--- src/hdl/src_pkg.sv ---
package src_pkg;

  localparam int NUM_AXES = 3;
  localparam int AXIS_W   = 2;
  localparam int REG_W    = 24;
  localparam int CMD_W    = 16;
  localparam int RATE_W   = 23;

  localparam logic [REG_W-1:0] RATES_RESET = 24'h460064;

  // variable divider: quotient bits and divisor width
  localparam int QW       = 23;
  localparam int DN_W     = 22;
  localparam int DIV_SPS  = 4;
  localparam int DIV_STG  = (QW + DIV_SPS - 1) / DIV_SPS;

  // divide by 25 of the rounded command product, reciprocal multiply
  // dividend stays below 2^39, split into three 13-bit digits
  localparam int CD_XW    = 39;
  localparam int CD_DW    = 13;
  localparam int CD_MW    = 40;
  localparam int CD_PW    = CD_DW + CD_MW;
  localparam int CD_SW    = CD_PW + CD_DW + 1;
  localparam int CD_FW    = CD_XW + CD_MW + 1;
  localparam int CD_QW    = 35;
  localparam int CD_SH    = 44;
  localparam logic [CD_MW-1:0] CD_RECIP = 40'd703687441777;

  localparam logic [DN_W-1:0]   UNIT_DEN = 22'd3276800;
  localparam logic [DN_W-1:0]   DN_MIN   = 22'd32768;
  localparam logic [RATE_W-1:0] RATE_MAX = 23'h3fffff;
  localparam logic [RATE_W-1:0] RATE_MIN = 23'h400000;

  typedef struct packed {
    logic neg;
    logic bad;
    logic ovf;
  } src_side_t;

endpackage

--- src/hdl/src_div.sv ---
module src_div (
  input  logic                     clk_i,
  input  logic                     rst_ni,
  input  logic                     en_i,
  input  logic                     valid_i,
  input  src_pkg::src_side_t       side_i,
  input  logic [src_pkg::QW-1:0]   num_i,
  input  logic [src_pkg::DN_W-1:0] rem_i,
  input  logic [src_pkg::DN_W-1:0] den_i,
  output logic                     valid_o,
  output src_pkg::src_side_t       side_o,
  output logic [src_pkg::QW-1:0]   quo_o
);
  import src_pkg::*;

  logic            v_q   [DIV_STG];
  src_side_t       side_q[DIV_STG];
  logic [DN_W-1:0] rem_q [DIV_STG];
  logic [QW-1:0]   w_q   [DIV_STG];
  logic [DN_W-1:0] den_q [DIV_STG];

  for (genvar k = 0; k < DIV_STG; k++) begin : g_stg
    logic            v_in;
    src_side_t       side_in;
    logic [DN_W-1:0] rem_in, den_in, rem_d;
    logic [QW-1:0]   w_in, w_d;

    if (k == 0) begin : g_first
      assign v_in    = valid_i;
      assign side_in = side_i;
      assign rem_in  = rem_i;
      assign w_in    = num_i;
      assign den_in  = den_i;
    end else begin : g_next
      assign v_in    = v_q[k-1];
      assign side_in = side_q[k-1];
      assign rem_in  = rem_q[k-1];
      assign w_in    = w_q[k-1];
      assign den_in  = den_q[k-1];
    end

    // restoring steps, quotient bits shift in as dividend bits shift out
    always_comb begin
      logic [DN_W:0] t;
      rem_d = rem_in;
      w_d   = w_in;
      for (int j = 0; j < DIV_SPS; j++) begin
        if (k * DIV_SPS + j < QW) begin
          t   = {rem_d, w_d[QW-1]};
          w_d = {w_d[QW-2:0], 1'b0};
          if (t >= {1'b0, den_in}) begin
            t      = t - {1'b0, den_in};
            w_d[0] = 1'b1;
          end
          rem_d = t[DN_W-1:0];
        end
      end
    end

    always_ff @(posedge clk_i or negedge rst_ni) begin
      if (!rst_ni) begin
        v_q[k] <= 1'b0;
      end else if (en_i) begin
        v_q[k] <= v_in;
      end
    end

    always_ff @(posedge clk_i) begin
      if (en_i) begin
        side_q[k] <= side_in;
        rem_q[k]  <= rem_d;
        w_q[k]    <= w_d;
        den_q[k]  <= den_in;
      end
    end
  end

  assign valid_o = v_q[DIV_STG-1];
  assign side_o  = side_q[DIV_STG-1];
  assign quo_o   = w_q[DIV_STG-1];

endmodule
--- config.mk ---
export PLATFORM = sky130hd
export DESIGN_NAME = src_div
export DESIGN_NICKNAME = d
export VERILOG_FILES = /design/src/hdl/src_pkg.sv /design/src/hdl/src_div.sv
export SDC_FILE = /design/constraint.sdc
export NUM_CORES = 2
export LEC_CHECK = 0
export BUFFER_PORTS_ARGS = -buffer_cell sky130_fd_sc_hd__buf_2
export CAP_MARGIN = 20
export CORE_ASPECT_RATIO = 1.25
export CORE_MARGIN = 1.5
export CORE_UTILIZATION = 60
export DETAILED_ROUTE_END_ITERATION = 8
export GPL_TIMING_DRIVEN = 0
export PLACE_DENSITY = 0.86
export SLEW_MARGIN = 20
export SYNTH_ARGS = -nofsm -noshare
export SYNTH_HDL_FRONTEND = slang
export SYNTH_SLANG_ARGS = --single-unit
--- constraint.sdc ---
create_clock -name clk_i -period 28 [get_ports clk_i]
set_input_delay 4.2 -clock clk_i [delete_from_list [all_inputs] [get_ports clk_i]]
set_output_delay 4.2 -clock clk_i [all_outputs]
set_load 0.1 [all_outputs]
; After elaboration in Yosys (flattened, before gate mapping)
; Memory sizes are Yosys's and may differ from the RTL's.
; Cells that the tools add are included.
[word_totals]
register_bits = 6
mem_bits_rw = 420
input_bits = 74
wordCells = 104
memories = 4
[op_classes]
add_sub_neg = 23
order_cmp = 23
muxes = 48
[memory_table]
columns = memory, depth, width, read_ports, rd_ports_with_merged_regs, write_ports, line_no
row1 = w_q, 6, 23, 6, 0, 6, src_div.sv:19  ; logic [QW-1:0] w_q [DIV_STG];
row2 = den_q, 6, 22, 5, 0, 6, src_div.sv:20  ; logic [DN_W-1:0] den_q [DIV_STG];
row3 = rem_q, 6, 22, 5, 0, 6, src_div.sv:18  ; logic [DN_W-1:0] rem_q [DIV_STG];
row4 = side_q, 6, 3, 6, 0, 6, src_div.sv:17  ; src_side_t side_q[DIV_STG];
[ops]
columns = op, n
row1 = >= comparator 23 x 22 -> 1 bit, 23
row2 = two-way mux 22 bit, 23
row3 = subtractor 22 bit, 23
row4 = two-way mux 1 bit, 25

; Longest topological paths before layout
; An unclocked memory read counts as a cell.
[logic_depth]
depth_word = 9
mapped_depth = 55
mapped_depth_nobuf = 48

; Least setup slack after synthesis
; Ideal clock, no wire load.
[synth_timing]
kind = input-to-reg
startpoint = input port num_i[22] in the netlist's numbering
endpoint = memory rem_q[0][20], data pin
setup_ns = 0.275
t_arrival_ns = 15.147
required_ns = 27.725
setup_slack_ns = 12.579
stages = 52
path_buffers = 8
path_cell_list = inv_1 > ha_1 > inv_1 > fa_1 > a21oi_1 > o21ai_0 > a2111oi_0 > o31ai_1 > a2111oi_0 > nor2_1 > xor2_1 > mux2_2 > ha_1 > nand3_1 > o22ai_1 > a221o_1 > a21oi_1 > o311ai_0 > (+16 left out) > and3_1 > clkbuf_1 > buf_2 > mux2_2 > ha_1 > clkbuf_1 > a21o_1 > a21oi_1 > nor2_1 > a211oi_1 > a31oi_1 > o221ai_1 > and3_1 > clkbuf_1 > nand3_1 > a22oi_1 > clkbuf_1 > o221ai_1
[synth_lines]
columns = element, line_no
row1 = from (decl), src_div.sv:7  ; input logic [src_pkg::QW-1:0] num_i,
row2 = to (decl), src_div.sv:18

==> key figures <==
Global routing
  – Via count of the first global-routing pass: 35800
  – Maximum number of pins on one net before global-route repair: 110
  – Total global-route track usage: 0.334
  – Global-route wire length before repair: about 190000 um
  – Antenna violations before repair: 5
  – Remaining Overflow, GRT: 0

Synthesis
  – Post-synth top flop: edfxtp_1
  – YS warnings: 0
  – Synthesized area: 0.0414 mm^2
  – Fraction of synthesized cell area taken by the top area cell type: 0.272
  – Fraction of the yosys area taken by sequential cells: 0.276
  – Cells after Synth: between 4000 and 5000
  – Post-synth EDFFs: between 300 and 400
  – Seq cells post-synth: 382
  – Mean cell area of the mapped netlist: ~9.1 um^2
  – Syn Nets: between 5000 and 6000
  – Cell accounting for the most synthesized area: edfxtp_1
  – Netlist cell types: 95
  – Area contributors post-synth: edfxtp_1 (27%), ha_1 (15%), mux2_2 (7.3%)
  – FFs w/ async S/R, synth: 0.0157

Clock network
  – Root Driver: clkbuf_16
  – Hold-fix buffers at CTS: 0
  – Maximum level of the CTS H-tree: 2
  – CTS buffer count: 42
  – Clock tree sinks: approximately 380
  – Largest buffer count on any clock path: 3
  – Clk Latency, worst-skew pair: roughly 600 ps
  – Number of instances resized during post-cts repair: 0
  – Number of setup buffers added after CTS: 0
  – CTS clk-pin slew, worst paths: 60 ps
  – Clock tree from TritonCTS: built

Floorplan
  – Core area: 0.0683 mm^2
  – Die height: about 300 um
  – Count of pins on the block boundary: roughly 100
  – Number of core rows: about 110
  – Die X: about 240 um
  – Die Footprint: ~0.071 mm^2
  – Initial Utilization: 0.607

STA
  – Slew of the pin with the lowest slew margin: 1210 ps
  – Number of failing setup endpoints in the final timing report: 0
  – Slew Limit Fails: 0
  – Accumulated negative setup slack: 0 ps
  – Worst hold slack: 401 ps
  – Worst clock skew: between 20 and 30 ps
  – Post-route minimum period: between 15000 and 20000 ps
  – RSZ-0062 raised after global routing: no
  – Fmax: around 0.052 GHz
  – Hold violation total from the final report: 0
  – Relative slew margins: 0.168
  – Fraction of the cycle the final worst path needs: 0.685

Critical path
  – Worst Setup Path Type: input pin to flop
  – R2r endpoint: rem_q[3][12]
  – Kind of start point of the critical path: input pin
  – Maximum fanout along the worst path: 10
  – Slowest stage cell, crit path: o21ai_0
  – CP peak stage delay: 640 ps
  – Required time of the critical path: roughly 28000 ps
  – Beginning of the critical path: den_i[16]
  – Minimum setup slack among reg-to-reg paths: about 12000 ps
  – Endpoint arrival time on the critical path: a little under 20000 ps
  – Crit. End Element: flop
  – Cell count of the worst reg-to-reg path: 49
  – Start of the worst register-to-register path: den_q[2][3]

Finish
  – Post-synthesis to final-layout area growth: 7.53%
  – Layout fillers: around 5600
  – Most used cells in the layout excluding fill and tap cells: ha_1 (506), edfxtp_1 (376), a21oi_1 (373)
  – Most common library cell in the layout ignoring fill and taps: ha_1
  – Proportion of layout cells with a drive suffix above 1: 0.113
  – Final Net Count: around 5300
  – Multi-input gate area: ~0.028 mm^2
  – FF/Latch Area: roughly 0.011 mm^2

Placed design
  – Gpl congestion: 1.01
  – Total of buffers placed on input and output ports: 100
  – Hpwl dp: 95900 um

Route
  – 1st-pass router iterations: 6
  – Number of remaining DRC errors: 0
  – Count of vias placed by the detailed router: roughly 36000
  – Antenna violation net count after detailed routing: 0
  – Final WL: 119000 um
  – Drt via density: between 6 and 7
  – Routed wirelength normalized by instance count: ~21 um
  – DRT iter0 DRCs: roughly 2900

Hold path
  – Hold Path Cell Cnt: 0
  – Hold Path Origin: w_q[1][18]
  – WHS Endpoint: w_q[2][22]
  – Class of the tightest hold or removal check: flop to flop

Job
  – Max-cap check violation count: 0

Outcome
  – Outcome: completed
## per-layer routing
| metal | GRT usage | wire (um) | vias to the layer above |
|---|---|---|---|
| met3 | 0.0561 | 6810 | 511 |
| met1 | 0.355 | 43400 | 17100 |
| li1 | - | - | 17400 |
| met4 | 0.255 | 10500 | 4 |
| met2 | 0.587 | 58500 | 1419 |
| met5 | 0 | 22 | - |
## Yosys cell counts (85+ instances only)
cell type	count
a21o_1	213
a21oi_1	373
edfxtp_1	376
ha_1	506
inv_1	335
mux2_2	267
nand2_1	257
nand3_1	108
nor2_1	328
nor3_1	85
o21a_1	87
o21ai_0	235
xnor2_1	230
xor2_1	113
## per-stage QoR
stage          utilization  instances  setup WS [ps]  cell area [um^2]
2_1_floorplan            -       4545          12580             41400
3_3_place_gp         0.630       5517           8980             43000
3_5_place_dp         0.632       5520           8850             43100
4_1_cts              0.652       5596           9370             44500
5_1_grt              0.652       5597           8350             44600
6_report             0.653       5599           8830             44600
## state kept, by name, summed over array words and instances (netlist names)
| signal | count |
|---|---|
| w_q | 138 |
| den_q | 110 |
| rem_q | 110 |
| side_q | 18 |
| g_stg.v_in | 5 |
| valid_o | 1 |
## worst max-delay path: cells and delay by family
family	cells	cell delay, ps
and+or+nand+nor	11	2710
muxes	1	340
buffers and inverters	14	3500
adders and majority gates	4	1340
AOI/OAI and AO/OA	25	7250
## final cells by class
cell class,instances,area share
multi-input combinational,3738,0.636
sequential,382,0.257
inverter,342,0.0288
clock buffer,50,0.0247
tap,872,0.0245
timing repair buffer,104,0.0135
buffer,83,0.00848
clock inverter,26,0.00708
antenna,2,0.000112
## how the worst max path moves through the flow
| stage | to | slack (ps) |
|---|---|---|
| final | rem_q[0][16] | 8830 |
| after global routing | rem_q[0][21] | 8350 |
| after CTS | rem_q[0][21] | 9370 |
| after detailed placement | rem_q[0][21] | 8850 |
| after global placement | rem_q[0][16] | 8980 |
| after floorplan | rem_q[0][20] | 12580 |
## cell families (layout without fill, tap and decap cells)
group	after synthesis	after routing	share of synthesized area
fa+ha+maj	528	528	0.163
simple gates	1170	1170	0.139
flops	382	382	0.276
buf+inv	425	605	0.0401
compound gates	1350	1350	0.217
other cells	0	2	0
xor+xnor	343	343	0.0725
mux	347	347	0.0924
Power is left out: the tool's default activity adds up to more than one toggle a clock period on the data nets, which glitch-free logic cannot reach.
